--- src/sv/csrw_pkg.sv ---
// ----------------------------------------------------------------------------
// csrw_pkg
// Shared constants, codes and controller/datapath interface types for the
// counting semaphore with randomized wake.
// ----------------------------------------------------------------------------
package csrw_pkg;

    localparam int MAX_WAITERS  = 16;
    localparam int TASK_ID_BITS = 8;

    localparam int TASK_ID_W = 8;
    localparam int STORE_W   = (TASK_ID_BITS < TASK_ID_W) ? TASK_ID_BITS : TASK_ID_W;
    localparam int WCNT_W    = $clog2(MAX_WAITERS + 1);
    localparam int IDX_W     = (MAX_WAITERS > 1) ? $clog2(MAX_WAITERS) : 1;
    localparam int PICK_W    = 16;
    localparam int PICK_BIT_W = $clog2(PICK_W);
    localparam int CNT_W     = 16;
    localparam int STATUS_W  = 2;
    localparam int APB_AW    = 3;
    localparam int APB_DW    = 32;

    localparam logic OP_WAIT   = 1'b0;
    localparam logic OP_SIGNAL = 1'b1;

    localparam logic [STATUS_W-1:0] ST_OK   = 2'd0;
    localparam logic [STATUS_W-1:0] ST_FULL = 2'd1;
    localparam logic [STATUS_W-1:0] ST_SAT  = 2'd2;

    localparam logic signed [CNT_W-1:0] CNT_MAX = 16'sh7FFF;
    localparam logic signed [CNT_W-1:0] CNT_MIN = 16'sh8000;

    localparam logic REG_INIT_COUNT = 1'b0;

    typedef struct packed {
        logic capture;
        logic commit;
    } t_dp_cmd;

    typedef struct packed {
        logic in_signal;
        logic div_busy;
    } t_dp_stat;

endpackage

--- src/sv/csrw_mod.sv ---
// ----------------------------------------------------------------------------
// csrw_mod
// Bit-serial restoring remainder unit: pick mod waiter count, one dividend
// bit per cycle.
// ----------------------------------------------------------------------------
module csrw_mod
    import csrw_pkg::*;
(
    input  logic              i_clk,
    input  logic              i_rst_n,
    input  logic              i_start,
    input  logic [PICK_W-1:0] i_dividend,
    input  logic [WCNT_W-1:0] i_divisor,
    output logic              o_busy,
    output logic [WCNT_W-1:0] o_rem
);

    localparam logic [PICK_BIT_W-1:0] BIT_LAST = PICK_BIT_W'(PICK_W - 1);

    logic                  r_busy;
    logic [PICK_BIT_W-1:0] r_bit;
    logic [PICK_W-1:0]     r_dvd;
    logic [WCNT_W-1:0]     r_div;
    logic [WCNT_W-1:0]     r_rem;
    logic [WCNT_W:0]       trial;
    logic [WCNT_W-1:0]     n_rem;

    always_comb begin
        trial = {r_rem, r_dvd[PICK_W-1]};
        if (trial >= {1'b0, r_div}) begin
            n_rem = WCNT_W'(trial - {1'b0, r_div});
        end else begin
            n_rem = trial[WCNT_W-1:0];
        end
    end

    always_ff @(posedge i_clk) begin
        if (!i_rst_n) begin
            r_busy <= 1'b0;
            r_bit  <= '0;
        end else if (i_start) begin
            r_busy <= 1'b1;
            r_bit  <= '0;
        end else if (r_busy) begin
            r_bit <= r_bit + 1'b1;
            if (r_bit == BIT_LAST) begin
                r_busy <= 1'b0;
            end
        end
    end

    always_ff @(posedge i_clk) begin
        if (i_start) begin
            r_rem <= '0;
            r_dvd <= i_dividend;
            r_div <= i_divisor;
        end else if (r_busy) begin
            r_rem <= n_rem;
            r_dvd <= {r_dvd[PICK_W-2:0], 1'b0};
        end
    end

    assign o_busy = r_busy;
    assign o_rem  = r_rem;

endmodule

--- src/sv/csrw_dp.sv ---
// ----------------------------------------------------------------------------
// csrw_dp
// Datapath: semaphore count, ordered waiter list, remainder unit, result
// registers and the configuration register.
// ----------------------------------------------------------------------------
module csrw_dp
    import csrw_pkg::*;
(
    input  logic                    i_clk,
    input  logic                    i_rst_n,
    input  t_dp_cmd                 i_cmd,
    output t_dp_stat                o_stat,
    input  logic                    i_opcode,
    input  logic [TASK_ID_W-1:0]    i_task_id,
    input  logic [PICK_W-1:0]       i_pick,
    output logic                    o_caller_sleeps,
    output logic                    o_woke_valid,
    output logic [TASK_ID_W-1:0]    o_woke_task,
    output logic signed [CNT_W-1:0] o_count_after,
    output logic [STATUS_W-1:0]     o_status,
    input  logic                    psel,
    input  logic                    penable,
    input  logic                    pwrite,
    input  logic [APB_AW-1:0]       paddr,
    input  logic [APB_DW-1:0]       pwdata,
    output logic [APB_DW-1:0]       prdata
);

    logic signed [CNT_W-1:0] r_count;
    logic [WCNT_W-1:0]       r_total;
    logic [STORE_W-1:0]      r_ids [MAX_WAITERS];
    logic signed [CNT_W-1:0] r_cfg_init;
    logic                    r_op;
    logic [STORE_W-1:0]      r_tid;

    logic                    r_o_sleeps;
    logic                    r_o_wvalid;
    logic [STORE_W-1:0]      r_o_wtask;
    logic signed [CNT_W-1:0] r_o_count;
    logic [STATUS_W-1:0]     r_o_status;

    logic                    cfg_write;
    logic                    div_busy;
    logic [WCNT_W-1:0]       div_rem;
    logic [IDX_W-1:0]        pos;
    logic                    list_full;
    logic                    dec_sat;
    logic signed [CNT_W-1:0] dec_val;
    logic                    inc_sat;

    logic                    n_sleeps;
    logic                    n_wake;
    logic [STORE_W-1:0]      n_wtask;
    logic signed [CNT_W-1:0] n_count;
    logic [STATUS_W-1:0]     n_status;

    assign cfg_write = psel && penable && pwrite && (paddr[2] == REG_INIT_COUNT);
    assign prdata    = (paddr[2] == REG_INIT_COUNT) ? APB_DW'(r_cfg_init) : '0;

    csrw_mod u_mod (
        .i_clk      (i_clk),
        .i_rst_n    (i_rst_n),
        .i_start    (i_cmd.capture && (i_opcode == OP_SIGNAL)),
        .i_dividend (i_pick),
        .i_divisor  (r_total),
        .o_busy     (div_busy),
        .o_rem      (div_rem)
    );

    assign o_stat.in_signal = (i_opcode == OP_SIGNAL);
    assign o_stat.div_busy  = div_busy;

    assign pos       = div_rem[IDX_W-1:0];
    assign list_full = (r_total >= WCNT_W'(MAX_WAITERS));
    assign dec_sat   = (r_count == CNT_MIN);
    assign dec_val   = dec_sat ? CNT_MIN : r_count - 16'sd1;
    assign inc_sat   = (r_count == CNT_MAX);

    always_comb begin
        n_sleeps = 1'b0;
        n_wake   = 1'b0;
        n_wtask  = '0;
        n_count  = r_count;
        n_status = ST_OK;
        if (r_op == OP_WAIT) begin
            if (dec_val < 0) begin
                if (list_full) begin
                    n_status = ST_FULL;
                end else begin
                    n_sleeps = 1'b1;
                    n_count  = dec_val;
                    n_status = dec_sat ? ST_SAT : ST_OK;
                end
            end else begin
                n_count = dec_val;
            end
        end else begin
            if (inc_sat) begin
                n_status = ST_SAT;
            end else begin
                n_count = r_count + 16'sd1;
            end
            if (r_total != '0) begin
                n_wake  = 1'b1;
                n_wtask = r_ids[pos];
            end
        end
    end

    always_ff @(posedge i_clk) begin
        if (!i_rst_n) begin
            r_count    <= '0;
            r_total    <= '0;
            r_cfg_init <= '0;
        end else if (cfg_write) begin
            r_count    <= pwdata[CNT_W-1:0];
            r_total    <= '0;
            r_cfg_init <= pwdata[CNT_W-1:0];
        end else if (i_cmd.commit) begin
            r_count <= n_count;
            if (n_sleeps) begin
                r_total <= r_total + 1'b1;
            end else if (n_wake) begin
                r_total <= r_total - 1'b1;
            end
        end
    end

    always_ff @(posedge i_clk) begin
        if (i_cmd.capture) begin
            r_op  <= i_opcode;
            r_tid <= i_task_id[STORE_W-1:0];
        end
        if (i_cmd.commit) begin
            r_o_sleeps <= n_sleeps;
            r_o_wvalid <= n_wake;
            r_o_wtask  <= n_wtask;
            r_o_count  <= n_count;
            r_o_status <= n_status;
        end
    end

    always_ff @(posedge i_clk) begin
        if (i_cmd.commit && n_sleeps) begin
            r_ids[r_total[IDX_W-1:0]] <= r_tid;
        end
        for (int i = 0; i < MAX_WAITERS - 1; i++) begin
            if (i_cmd.commit && n_wake && (IDX_W'(i) >= pos)) begin
                r_ids[i] <= r_ids[i+1];
            end
        end
    end

    assign o_caller_sleeps = r_o_sleeps;
    assign o_woke_valid    = r_o_wvalid;
    assign o_woke_task     = TASK_ID_W'(r_o_wtask);
    assign o_count_after   = r_o_count;
    assign o_status        = r_o_status;

    assert property (@(posedge i_clk) disable iff (!i_rst_n)
        r_total <= WCNT_W'(MAX_WAITERS))
        else $error("waiter total above list depth");

    assert property (@(posedge i_clk) disable iff (!i_rst_n)
        (i_cmd.commit && !cfg_write && n_wake) |=> (r_total == $past(r_total) - 1'b1))
        else $error("wake did not shrink the waiter list");

    assert property (@(posedge i_clk) disable iff (!i_rst_n)
        (i_cmd.commit && n_wake) |-> (!div_busy && (div_rem < r_total)))
        else $error("wake position outside the waiter list");

endmodule

--- src/sv/csrw_ctrl.sv ---
// ----------------------------------------------------------------------------
// csrw_ctrl
// Controller: input and output handshakes, sequencing of capture, remainder
// and commit.
// ----------------------------------------------------------------------------
module csrw_ctrl
    import csrw_pkg::*;
(
    input  logic     i_clk,
    input  logic     i_rst_n,
    input  logic     i_valid,
    output logic     o_ready,
    output logic     o_valid,
    input  logic     i_ready,
    output t_dp_cmd  o_cmd,
    input  t_dp_stat i_stat
);

    typedef enum logic [1:0] {
        S_IDLE,
        S_DIV,
        S_EXEC
    } t_state;

    t_state r_state;
    t_state n_state;
    logic   r_out_valid;
    logic   n_out_valid;
    logic   accept;
    logic   slot_free;

    assign o_ready   = (r_state == S_IDLE);
    assign accept    = i_valid && o_ready;
    assign slot_free = !r_out_valid || i_ready;

    assign o_cmd.capture = accept;
    assign o_cmd.commit  = (r_state == S_EXEC) && slot_free;

    always_comb begin
        n_state     = r_state;
        n_out_valid = r_out_valid;
        if (r_out_valid && i_ready) begin
            n_out_valid = 1'b0;
        end
        case (r_state)
            S_IDLE: begin
                if (accept) begin
                    n_state = i_stat.in_signal ? S_DIV : S_EXEC;
                end
            end
            S_DIV: begin
                if (!i_stat.div_busy) begin
                    n_state = S_EXEC;
                end
            end
            S_EXEC: begin
                if (slot_free) begin
                    n_state     = S_IDLE;
                    n_out_valid = 1'b1;
                end
            end
            default: begin
                n_state = S_IDLE;
            end
        endcase
    end

    always_ff @(posedge i_clk) begin
        if (!i_rst_n) begin
            r_state     <= S_IDLE;
            r_out_valid <= 1'b0;
        end else begin
            r_state     <= n_state;
            r_out_valid <= n_out_valid;
        end
    end

    assign o_valid = r_out_valid;

    assert property (@(posedge i_clk) disable iff (!i_rst_n)
        o_cmd.commit |=> o_valid)
        else $error("commit did not present a result");

    assert property (@(posedge i_clk) disable iff (!i_rst_n)
        accept |=> !o_ready)
        else $error("second transaction taken before the first finished");

    assert property (@(posedge i_clk) disable iff (!i_rst_n)
        ((r_state == S_EXEC) && !slot_free) |=> (r_state == S_EXEC))
        else $error("execute left while the result slot was occupied");

endmodule

--- src/sv/counting_semaphore_random_wake_top.sv ---
// ----------------------------------------------------------------------------
// counting_semaphore_random_wake_top
// Counting semaphore with an ordered waiter list and randomized wake.
// ----------------------------------------------------------------------------
// A wait transaction is accepted and then goes to the update step, which
// changes the count and the waiter list. A signal transaction is accepted,
// then waits in the bit-serial remainder unit that reduces pick modulo the
// waiter count until the controller sees that unit finish, and then goes to
// the update step, which changes the count and closes the gap in the waiter
// list. A new transaction is accepted only after the update step. The next
// transaction is accepted while a finished result still waits in the output
// register; its update step then stalls until that result is taken. A write
// to initial_count reloads the count and empties the list; write it only
// while the block is idle.
module counting_semaphore_random_wake_top
    import csrw_pkg::*;
(
    input  logic                    i_clk,
    input  logic                    i_rst_n,
    input  logic                    i_valid,
    output logic                    o_ready,
    input  logic                    i_opcode,
    input  logic [TASK_ID_W-1:0]    i_task_id,
    input  logic [PICK_W-1:0]       i_pick,
    output logic                    o_valid,
    input  logic                    i_ready,
    output logic                    o_caller_sleeps,
    output logic                    o_woke_valid,
    output logic [TASK_ID_W-1:0]    o_woke_task,
    output logic signed [CNT_W-1:0] o_count_after,
    output logic [STATUS_W-1:0]     o_status,
    input  logic                    psel,
    input  logic                    penable,
    input  logic                    pwrite,
    input  logic [APB_AW-1:0]       paddr,
    input  logic [APB_DW-1:0]       pwdata,
    output logic [APB_DW-1:0]       prdata,
    output logic                    pready
);

    t_dp_cmd  cmd;
    t_dp_stat stat;

    assign pready = 1'b1;

    csrw_ctrl u_ctrl (
        .i_clk   (i_clk),
        .i_rst_n (i_rst_n),
        .i_valid (i_valid),
        .o_ready (o_ready),
        .o_valid (o_valid),
        .i_ready (i_ready),
        .o_cmd   (cmd),
        .i_stat  (stat)
    );

    csrw_dp u_dp (
        .i_clk           (i_clk),
        .i_rst_n         (i_rst_n),
        .i_cmd           (cmd),
        .o_stat          (stat),
        .i_opcode        (i_opcode),
        .i_task_id       (i_task_id),
        .i_pick          (i_pick),
        .o_caller_sleeps (o_caller_sleeps),
        .o_woke_valid    (o_woke_valid),
        .o_woke_task     (o_woke_task),
        .o_count_after   (o_count_after),
        .o_status        (o_status),
        .psel            (psel),
        .penable         (penable),
        .pwrite          (pwrite),
        .paddr           (paddr),
        .pwdata          (pwdata),
        .prdata          (prdata)
    );

endmodule
--- config.mk ---
export PLATFORM = sky130hd
export DESIGN_NAME = counting_semaphore_random_wake_top
export DESIGN_NICKNAME = d
export VERILOG_FILES = /design/src/sv/csrw_pkg.sv /design/src/sv/csrw_mod.sv /design/src/sv/csrw_dp.sv /design/src/sv/csrw_ctrl.sv /design/src/sv/counting_semaphore_random_wake_top.sv
export SDC_FILE = /design/constraint.sdc
export NUM_CORES = 1
export LEC_CHECK = 0
export ABC_AREA = 1
export ABC_CLOCK_PERIOD_IN_PS = 3800
export BUFFER_PORTS_ARGS = -buffer_cell sky130_fd_sc_hd__buf_4
export CAP_MARGIN = 25
export CORE_MARGIN = 3
export CORE_UTILIZATION = 30
export CTS_CLUSTER_DIAMETER = 100
export DETAILED_ROUTE_END_ITERATION = 8
export MAX_ROUTING_LAYER = met4
export PLACE_DENSITY = 0.57
export SYNTH_ARGS = -nofsm -noshare
export SYNTH_HDL_FRONTEND = slang
export SYNTH_SLANG_ARGS = --single-unit
--- constraint.sdc ---
create_clock -name i_clk -period 3.8 [get_ports i_clk]
set_clock_uncertainty 0.15 [all_clocks]
set_input_delay 0.19 -clock i_clk [delete_from_list [all_inputs] [get_ports i_clk]]
set_output_delay 0.19 -clock i_clk [all_outputs]
set_load 0.005 [all_outputs]
Word level (Yosys, flattened, before mapping)
Memories as Yosys holds them, arrays and structs flattened. A register that Yosys moved wholly into a read port is not among the register bits.
Index checks and enable logic that the tools add are counted.
{ "word_totals": {"wordCells": 158, "out_inout_bits": 63, "memories": 1, "mem_bits_rw": 128, "ff_bits": 100, "in_bits": 67} }
{ "op_classes": {"n_bitwise": 2, "muxes": 69, "n_addsub": 6, "magnitude_cmp": 18, "eq_ne": 8, "n_reduce_logical": 38} }
{ "memory_table": {"columns": ["name", "words", "width", "rd", "rd_clocked_by_memory_dff", "wr", "line", "rtl"], "rows": [
  ["u_dp.r_ids", 16, 8, 16, 1, 15, "csrw_dp.sv:31", "logic [STORE_W-1:0] r_ids [MAX_WAITERS];"]
]} }
{ "ops": {"columns": ["cell", "count"], "rows": [
  ["$mux W16", 9],
  ["$mux W1", 44],
  ["$eq A16 B16 Y1 const B", 2],
  ["$mux W32", 1],
  ["$ge A4 B4 Y1 const A", 7],
  ["$logic_and A1 B1 Y1", 24],
  ["$mux W2", 9],
  ["$add A16 B2 Y16 const B", 1],
  ["$ge A3 B4 Y1 const A", 4],
  ["$lt A16 B1 Y1 const B", 1],
  ["$sub A16 B2 Y16 const B", 1],
  ["$mux W5", 3],
  ["$ge A1 B4 Y1 const A", 2],
  ["$ge A2 B4 Y1 const A", 2],
  ["$mux W8", 1],
  ["$reduce_or A8 Y1", 1],
  ["$ge A6 B5 Y1", 1],
  ["$pmux W2 S3", 1],
  ["$reduce_bool A2 Y1", 3],
  ["$add A5 B1 Y5 const B", 1],
  ["$ge A5 B5 Y1 const B", 1],
  ["$reduce_bool A5 Y1", 1],
  ["$sub A5 B1 Y5 const B", 1],
  ["$sub A5 B5 Y5", 1],
  ["other kinds (14)", 19]
]} }

Depth between registers and ports, before layout
Gate-level depths: netlist (run 1).
{ "logic_depth": {"ltp_word": 9, "ltp_mapped": 15, "ltp_nobuf": 14} }

Modules after synthesis
Synthesis (run 1) repeated with hierarchy kept, for this count alone.
{ "hier_totals": {"hier_cells": 1483, "area_unflattened_um2": 12620.9} }
{ "by_module_without_submodules": {"columns": ["module", "seq_area_each_um2", "cells_per_inst", "n_inst", "area_per_inst_um2"], "rows": [
  ["csrw_dp", 5695.5, 1273, 1, 10860.4],
  ["csrw_mod", 830.8, 178, 1, 1562.7],
  ["csrw_ctrl", 60.1, 30, 1, 186.4],
  ["counting_semaphore_random_wake_top", 0.0, 2, 1, 11.3]
]} }

Least setup slack after synthesis (run 1)
No wires, ideal clock.
{ "synth_timing": {"path_type": "flip-flop to flip-flop", "startpoint": "reg u_dp.r_count[0]", "endpoint": "mem u_dp.r_ids[13][0] in the netlist's numbering, enable pin", "period_less_slack_ns": 2.809, "t_required_ns": 3.263, "path_stages_with_launch": 11, "path_slack_ns": 0.991, "n_path_buf": 0, "arrival_time_ns": 2.273, "setup_time_ns": 0.387, "cell_sequence": "dfxtp_1 > inv_1 > ha_1 > nand2_1 > nor3_1 > nand3_2 > nand3_2 > nand2_1 > nor2_4 > nand3_2 > o31ai_1"} }
{ "synth_rtl": {"columns": ["element", "line", "rtl"], "rows": [
  ["from (decl)", "csrw_dp.sv:29", "logic signed [CNT_W-1:0] r_count;"],
  ["from (signal assigned)", "csrw_dp.sv:116", "r_count <= pwdata[CNT_W-1:0];"],
  ["from (signal assigned)", "csrw_dp.sv:120", "r_count <= n_count;"],
  ["to (decl)", "csrw_dp.sv:31", null]
]} }

==> out/qor.yml, run 1 <==
global_route:
  grt_overflow_total: 0
  grt_pass1_vias: 10100
  antenna_found_initial: 0
  grt_max_degree: 91
  grt.total_usage_pct: 15.98
  grt_pass1_wl_um: 55550
clock_tree:
  clock_latency_ps: 540
  root_buffer: "clkbuf_16"
  numCtsBuffers: 25
  post_cts_resized: 0
  cts_sinks: 236
  cts_max_path_buffers: 3
  clk_pin_slew_worst_paths_ps: 60
  cts_tree: "built"
  cts_max_level: 1
cells_and_area:
  layout-drive-gt1-share_pct: 15.63
  num_antenna_cells: 0
  nets: 1656
  final.fill_count: 4085
  area_growth_pct: 19.12
yosys:
  syn_nets: 1540
  yosysMostFrequentCell: "nand2_1"
  yosys_most_used_dff: "edfxtp_1"
  synth_commonest_cells: "nand2_1 (406), edfxtp_1 (186), o21ai_0 (172)"
  syn_area_um2: 12610
  synthTopCellsByArea: "edfxtp_1 (44%), nand2_1 (12%), dfxtp_1 (7.9%)"
  ys_types: 50
  ys_ff_latch: 236
  seq_area_frac_synth_pct: 52.23
  yosys.area.top_type: "edfxtp_1"
  yosysWarningCount: 0
  synthArstFlopShare_pct: 0
  synth_edf_count: 186
  synth_cells: 1458
  synth.avg_cell_area_um2: 8.649
  netlist.area_leader.share_pct: 44.29
pwr:
  p_leak_nw: 6.220
  powerDensity_nw_per_um2: 495.6
  p_total_w: 0.007445
  ir_drop_v: 0.0003028
routing:
  wirelength_um: 34510
  drt_pass1_iterations: 5
  num_vias: 10280
  via_per_inst: 4.837
  first_iter_violations: 753
  drc: 0
  ant_nets: 0
  wl_per_cell_um: 16.24
setup_path:
  crit_type: "reg2reg"
  crit_chain: "inv_1 -> ha_1 -> nand2_1 -> nor3_1 -> nand3_2 -> nand3_2 -> nand2_1 -> nor2_4 -> nand3_1 -> nor2_1"
  required_ps: 3820
  startpoint: "u_dp.r_count[0]"
  worst-path-stages: 10
  slowest_delay_ps: 600
  reg2reg_depth: 10
  ff2ff_setup_slack_ps: 730
  slowest_stage: "nor2_1"
  cp_max_fo: 8
  r2r_start: "u_dp.r_count[0]"
  r2r-end: "u_dp.r_ids[15][6]"
  end_kind: "flop"
  start_kind: "flop"
  worstPathBufferInverterCount: 1
  worstPathArrival_ps: 3090
  crit_family: "simple AND/OR/NAND/NOR gates"
  endpoint: "u_dp.r_ids[15][6]"
sta:
  fmax_mhz: 326.1
  hold_violations: 0
  fin_setup_tns_ps: 0
  setup_viol: 0
  fin_crit_ps: 3067
  max_slew_margin_pct: 40.71
  slew_viol_final: 0
  fin_crit_sh_pct: 80.70
  rsz0062_at_grt: "no"
  worst_slew_pin_slew_ps: 886.1
floorplanning:
  core_area_um2: 41200
  die_w_um: 211.0
  die_h_um: 211.0
  die_area_um2: 44530
  io_pins: 130
  num_rows: 74
  start_util_pct: 30.61
placement:
  port_buffers: 110
  place_congestion: 0.9152
  dpl.hpwl_um: 24390
status:
  status: "complete, no violations"
hold_path:
  hold_path.class: "in2reg"
  min-delay-start: "i_task_id[1]"
run:
  drv_cap: 0
==> cells in the final DEF (no fill, tap or decap), types with 3 or more instances in the layout <==
| master | netlist | layout |
|---|---|---|
| dfxtp_1 | 50 | 48 |
| clkbuf_16 | 0 | 25 |
| nor2_4 | 6 | 6 |
| nand3_1 | 54 | 54 |
| edfxtp_1 | 186 | 186 |
| buf_4 | 19 | 137 |
| o21ai_0 | 172 | 172 |
| o22ai_1 | 19 | 19 |
| nand3_2 | 5 | 5 |
| ha_1 | 13 | 13 |
| xor2_1 | 16 | 16 |
| nor2_2 | 2 | 3 |
| mux2_4 | 5 | 5 |
| o211ai_1 | 12 | 12 |
| a31oi_1 | 9 | 9 |
| nand2_1 | 406 | 406 |
| nand2_2 | 6 | 6 |
| o21ai_1 | 5 | 5 |
| inv_2 | 8 | 8 |
| inv_1 | 135 | 135 |
| dlygate4sd3_1 | 0 | 45 |
| o31ai_1 | 5 | 5 |
| or2_2 | 5 | 5 |
| a21oi_1 | 78 | 78 |
| clkinv_1 | 5 | 12 |
| nor2_1 | 88 | 87 |
| nor3_1 | 8 | 8 |
| a211oi_1 | 4 | 4 |
| nand3b_1 | 4 | 4 |
| clkbuf_1 | 43 | 4 |
| clkinv_2 | 0 | 5 |
| nand4_1 | 13 | 13 |
| mux2_2 | 25 | 25 |
==> power breakdown <==
| group | internal (W) | switching [W] | total (W) | leakage (nW) |
|---|---|---|---|---|
| clock | 0.00128 | 0.00103 | 0.00230 | 0.366 |
| combinational | 0.000667 | 0.00131 | 0.00197 | 3.74 |
| sequential | 0.00296 | 0.000205 | 0.00317 | 2.11 |
==> worst min path at each step <==
stage	cells past startpoint	endpoint	slack, ps
final	2	u_dp.r_tid[1]	210
after global routing	2	u_dp.r_tid[5]	220
after CTS	2	u_dp.r_tid[2]	180
after detailed placement	1	u_dp.r_tid[6]	220
after global placement	1	u_dp.r_tid[7]	220
after floorplan	0	u_dp.r_op	140
==> cell families (layout without fill, tap and decap cells) <==
logic type	after synthesis	after routing	synth area share [%]
AND/OR/NAND/NOR	605	605	20.25
buffers and inverters	242	377	8.354
adder cells (fa/ha/maj)	15	15	1.607
XOR/XNOR	17	17	1.181
other	1	1	0.02974
flip-flops	236	236	52.23
AO/OA/AOI/OAI	312	312	13.52
multiplexers	30	30	2.828
==> flip-flops by register name (all words and copies together), names as in the netlist <==
signal	count
u_dp.r_cfg_init	16
u_ctrl.r_state	2
u_dp.u_mod.o_busy	1
u_dp.o_woke_task	8
u_dp.u_mod.r_bit	4
u_dp.o_woke_valid	1
u_dp.r_op	1
u_dp.u_mod.o_rem	5
u_dp.r_tid	8
u_dp.u_mod.r_div	5
u_ctrl.o_valid	1
u_dp.r_count	16
u_dp.r_total	5
u_dp.o_count_after	16
u_dp.r_ids	128
u_dp.o_caller_sleeps	1
u_dp.o_status	2
u_dp.u_mod.r_dvd	16
==> cell type report <==
cell class | instances | area [um2] | area share (%)
Multi-Input combinational cell | 980 | 4974 | 33.11
Tap cell | 532 | 665.6 | 4.431
Timing Repair Buffer | 183 | 1484 | 9.878
Clock buffer | 29 | 640.6 | 4.265
Inverter | 148 | 555.5 | 3.698
Sequential cell | 236 | 6589 | 43.86
Clock inverter | 17 | 113.9 | 0.7580
==> repair_timing <==
| action | 4_1_cts | 5_1_grt |
|---|---|---|
| buffers inserted | 0 | 0 |
| hold buffers | 45 | 0 |
| endpoints found under the hold margin | 63 | 0 |
==> per-stage QoR <==
step	area [um2]	util [%]	worst slack [ps]	hold slack, ps	instances
floorplan	12610	-	990.9	138.9	1458
global placement	13800	33.50	543.4	218.9	2032
detailed placement	13800	33.50	478.5	219.3	2032
CTS	15010	36.43	455.3	179.5	2123
global route	15020	36.46	512.0	215.7	2125
finish	15020	36.46	733.4	213.0	2125
==> per-layer routing <==
metal  part of all wire [%]  GRT usage [%]  vias up
met3                    7.0          2.629       65
met4                    2.9          4.965        0
li1                       -              -     5113
met1                     44          20.93     4772
met5                      0              -        -
met2                     46          25.57      329
(Power assumes the default switching activity.)
==> inputs of run 2 (changes only) <==
--- a/config.mk
+++ b/config.mk
@@ -6,7 +6,7 @@
 export NUM_CORES = 1
 export LEC_CHECK = 0
 export ABC_AREA = 1
-export ABC_CLOCK_PERIOD_IN_PS = 3800
+export ABC_CLOCK_PERIOD_IN_PS = 2750
 export BUFFER_PORTS_ARGS = -buffer_cell sky130_fd_sc_hd__buf_4
 export CAP_MARGIN = 25
 export CORE_MARGIN = 3
@@ -14,7 +14,7 @@
 export CTS_CLUSTER_DIAMETER = 100
 export DETAILED_ROUTE_END_ITERATION = 8
 export MAX_ROUTING_LAYER = met4
-export PLACE_DENSITY = 0.57
+export PLACE_DENSITY = 0.59
 export SYNTH_ARGS = -nofsm -noshare
 export SYNTH_HDL_FRONTEND = slang
 export SYNTH_SLANG_ARGS = --single-unit
==> constraint.sdc (replaced) <==
create_clock -name i_clk -period 2.75 [get_ports i_clk]
set_clock_uncertainty 0.15 [all_clocks]
set_input_delay 0.1375 -clock i_clk [delete_from_list [all_inputs] [get_ports i_clk]]
set_output_delay 0.1375 -clock i_clk [all_outputs]
set_load 0.005 [all_outputs]
==> out/qor.yml, run 2 (synthesis gave the netlist of run 1 again) <==
routing:
  wirelength_um: 36040  # was 34,510 um
  num_vias: 10590  # was 10,280
  drt_pass1_iterations: 6  # was 5
  drc: 0  # unchanged
  first_iter_violations: 1058  # was 753
  wl_per_cell_um: 16.69  # was 16.24 um
  via_per_inst: 4.904  # was 4.837
  ant_nets: 0  # unchanged
cells_and_area:
  largest_reg_flops: 128  # unchanged
  layout-drive-gt1-share_pct: 17.82  # was 15.63%
  stdcell_area_um2: 15410  # was 15,020 um2
  nets: 1692  # was 1,656
  multiInputGateArea_um2: 4999  # was 4974 um2
  final.fill_count: 4044  # was 4,085
  final_cell_mix: "nand2_1 (405), edfxtp_1 (186), buf_4 (171)"  # was nand2_1 (406), edfxtp_1 (186), o21ai_0 (172)
  final_common_cell: "nand2_1"  # unchanged
  area_growth_pct: 22.20  # was 19.12%
  utilization_pct: 37.40  # was 36.46%
  num_antenna_cells: 0  # unchanged
  seqCellArea_um2: 6589  # unchanged
  largest-register: "u_dp.r_ids"  # unchanged
clock_tree:
  cts_sinks: 236  # unchanged
  cts_tree: "built"  # unchanged
  cts_setup_buffers: 0  # unchanged
  cts_max_level: 1  # unchanged
  numCtsBuffers: 26  # was 25
  clk_pin_slew_worst_paths_ps: 60  # about the same
  cts_max_path_buffers: 3  # unchanged
  clock_latency_ps: 540  # about the same
  root_buffer: "clkbuf_16"  # unchanged
placement:
  dpl.hpwl_um: 25340  # was 24,390 um
  port_buffers: 110  # unchanged
  placed_area_um2: 14110  # was 13,800 um2
  place_congestion: 0.9362  # was 0.9152
floorplanning:
  die_h_um: 211.0  # unchanged
  core_area_um2: 41200  # unchanged
  io_pins: 130  # unchanged
  start_util_pct: 30.61  # unchanged
  die_w_um: 211.0  # unchanged
  num_rows: 74  # unchanged
  die_area_um2: 44530  # unchanged
sta:
  slew_viol_final: 0  # unchanged
  setup_viol: 0  # unchanged
  fmax_mhz: 395.9  # was 326.1 MHz
  worst_slew_pin_slew_ps: 889.2  # was 886.1 ps
  max_slew_margin_pct: 40.50  # was 40.71%
  hold_violations: 0  # unchanged
  fin_crit_ps: 2526  # was 3067 ps
  hold-worst-slack_ps: 99.50  # was 213.0 ps
  rsz0062_at_grt: "no"  # unchanged
  fin_crit_sh_pct: 91.84  # was 80.70%
setup_path:
  worstPathBufferInverterCount: 4  # was 1
  slowest_stage: "dfxtp_1"  # was nor2_1
  crit_family: "buffers and inverters"  # was simple AND/OR/NAND/NOR gates
  crit_chain: "inv_1 -> ha_1 -> nand2_1 -> nor3_2 -> nand3_2 -> nand3_2 -> buf_4 -> nand3_1 -> buf_4 -> o31ai_1 -> buf_4"  # was inv_1 -> ha_1 -> nand2_1 -> nor3_1 -> nand3_2 -> nand3_2 -> nand2_1 -> nor2_4 -> nand3_1 -> nor2_1
  end_kind: "flop"  # unchanged
  cp_max_fo: 13  # was 8
  ff2ff_setup_slack_ps: 220  # was 730 ps
  worstPathArrival_ps: 2620  # was 3090 ps
  cpMostUsedCell: "buf_4"
  worst-path-stages: 11  # was 10
  start_kind: "flop"  # unchanged
  required_ps: 2850  # was 3820 ps
  reg2reg_depth: 11  # was 10
  slowest_delay_ps: 310  # was 600 ps
  crit_type: "reg2reg"  # unchanged
pwr:
  ir_drop_v: 0.0005785  # was 0.0003028 V
  powerDensity_nw_per_um2: 692.8  # was 495.6 nW/um2
  p_leak_nw: 6.452  # was 6.220 nW
  p_total_w: 0.01068  # was 0.007445 W
global_route:
  grt_pass1_vias: 10190  # was 10,100
  grt.total_usage_pct: 16.44  # was 15.98%
  grt_max_degree: 48  # was 91
  grt_pass1_wl_um: 56650  # was 55,550 um
  grt_overflow_total: 0  # unchanged
  antenna_found_initial: 0  # unchanged
status:
  status: "complete, no violations"  # unchanged
hold_path:
  hold_path.class: "in2reg"  # unchanged
  hold_path_depth: 5  # was 2
run:
  drv_cap: 0  # unchanged
## run 2: cell count changes in the layout (fill, tap and decap cells not counted), moves of 2 or more
cell,change
buf_12,+2
buf_4,+34
bufinv_16,+2
clkbuf_1,+2
clkinv_1,-3
clkinvlp_4,-2
nand3_1,-2
nand3_2,+2
o21ai_0,-9
o21ai_1,+7
o21ai_2,+2
## run 2: metrics by stage
step / setup TNS, ps / setup WS [ps] / cells
finish: 0 / 224.3 / 2159
global route: 0 / 21.93 / 2159
CTS: 0 / 62.12 / 2159
global placement: 0 / 87.00 / 2069
detailed placement: 0 / 62.50 / 2069
floorplan: -944.8 / -59.05 / 1458
## run 2: layout make-up
type / instances / share of cell area (%)
clock buffer: 33 / 4.457
timing repair buffer: 218 / 11.51
clock inverter: 12 / 0.9174
tap: 532 / 4.319
sequential: 236 / 42.75
multi-input combinational: 980 / 32.43
inverter: 148 / 3.605
## run 2: routing by layer
| metal | GRT usage, % | up-vias | wire length (um) |
|---|---|---|---|
| met2 | 26.68 | 373 | 17130 |
| met4 | 5.242 | 0 | 1009 |
| li1 | - | 5189 | - |
| met3 | 2.287 | 73 | 2192 |
| met5 | - | - | 0 |
| met1 | 21.40 | 4952 | 15710 |
## run 2: what timing repair did
action,4_1_cts,5_1_grt
setup endpoints to repair,0,90
hold buffers,45,0
endpoints found under the hold margin,68,0
resized for setup,0,4
## run 2: tightest hold or removal path, stage by stage
cell	delay [ps]
buf_4	100
and3_1	150
buf_4	190
nand2_1	90
o22ai_1	70
## run 2: path summary, 6_finish.rpt
path | startpoint | to
setup / recovery | u_dp.r_count[0] | u_dp.r_ids[0][7]
hold / removal | penable | u_dp.r_cfg_init[8]
setup reg to reg | u_dp.r_count[0] | u_dp.r_ids[0][7]
hold reg to reg | u_dp.u_mod.o_rem[4] | u_dp.u_mod.o_rem[4]
## run 2: power breakdown
part	internal, W	leakage [nW]	switching [W]
sequential	0.00410	2.11	0.000251
clock	0.00204	0.406	0.00140
combinational	0.00102	3.93	0.00188
total	0.00715	6.45	0.00353
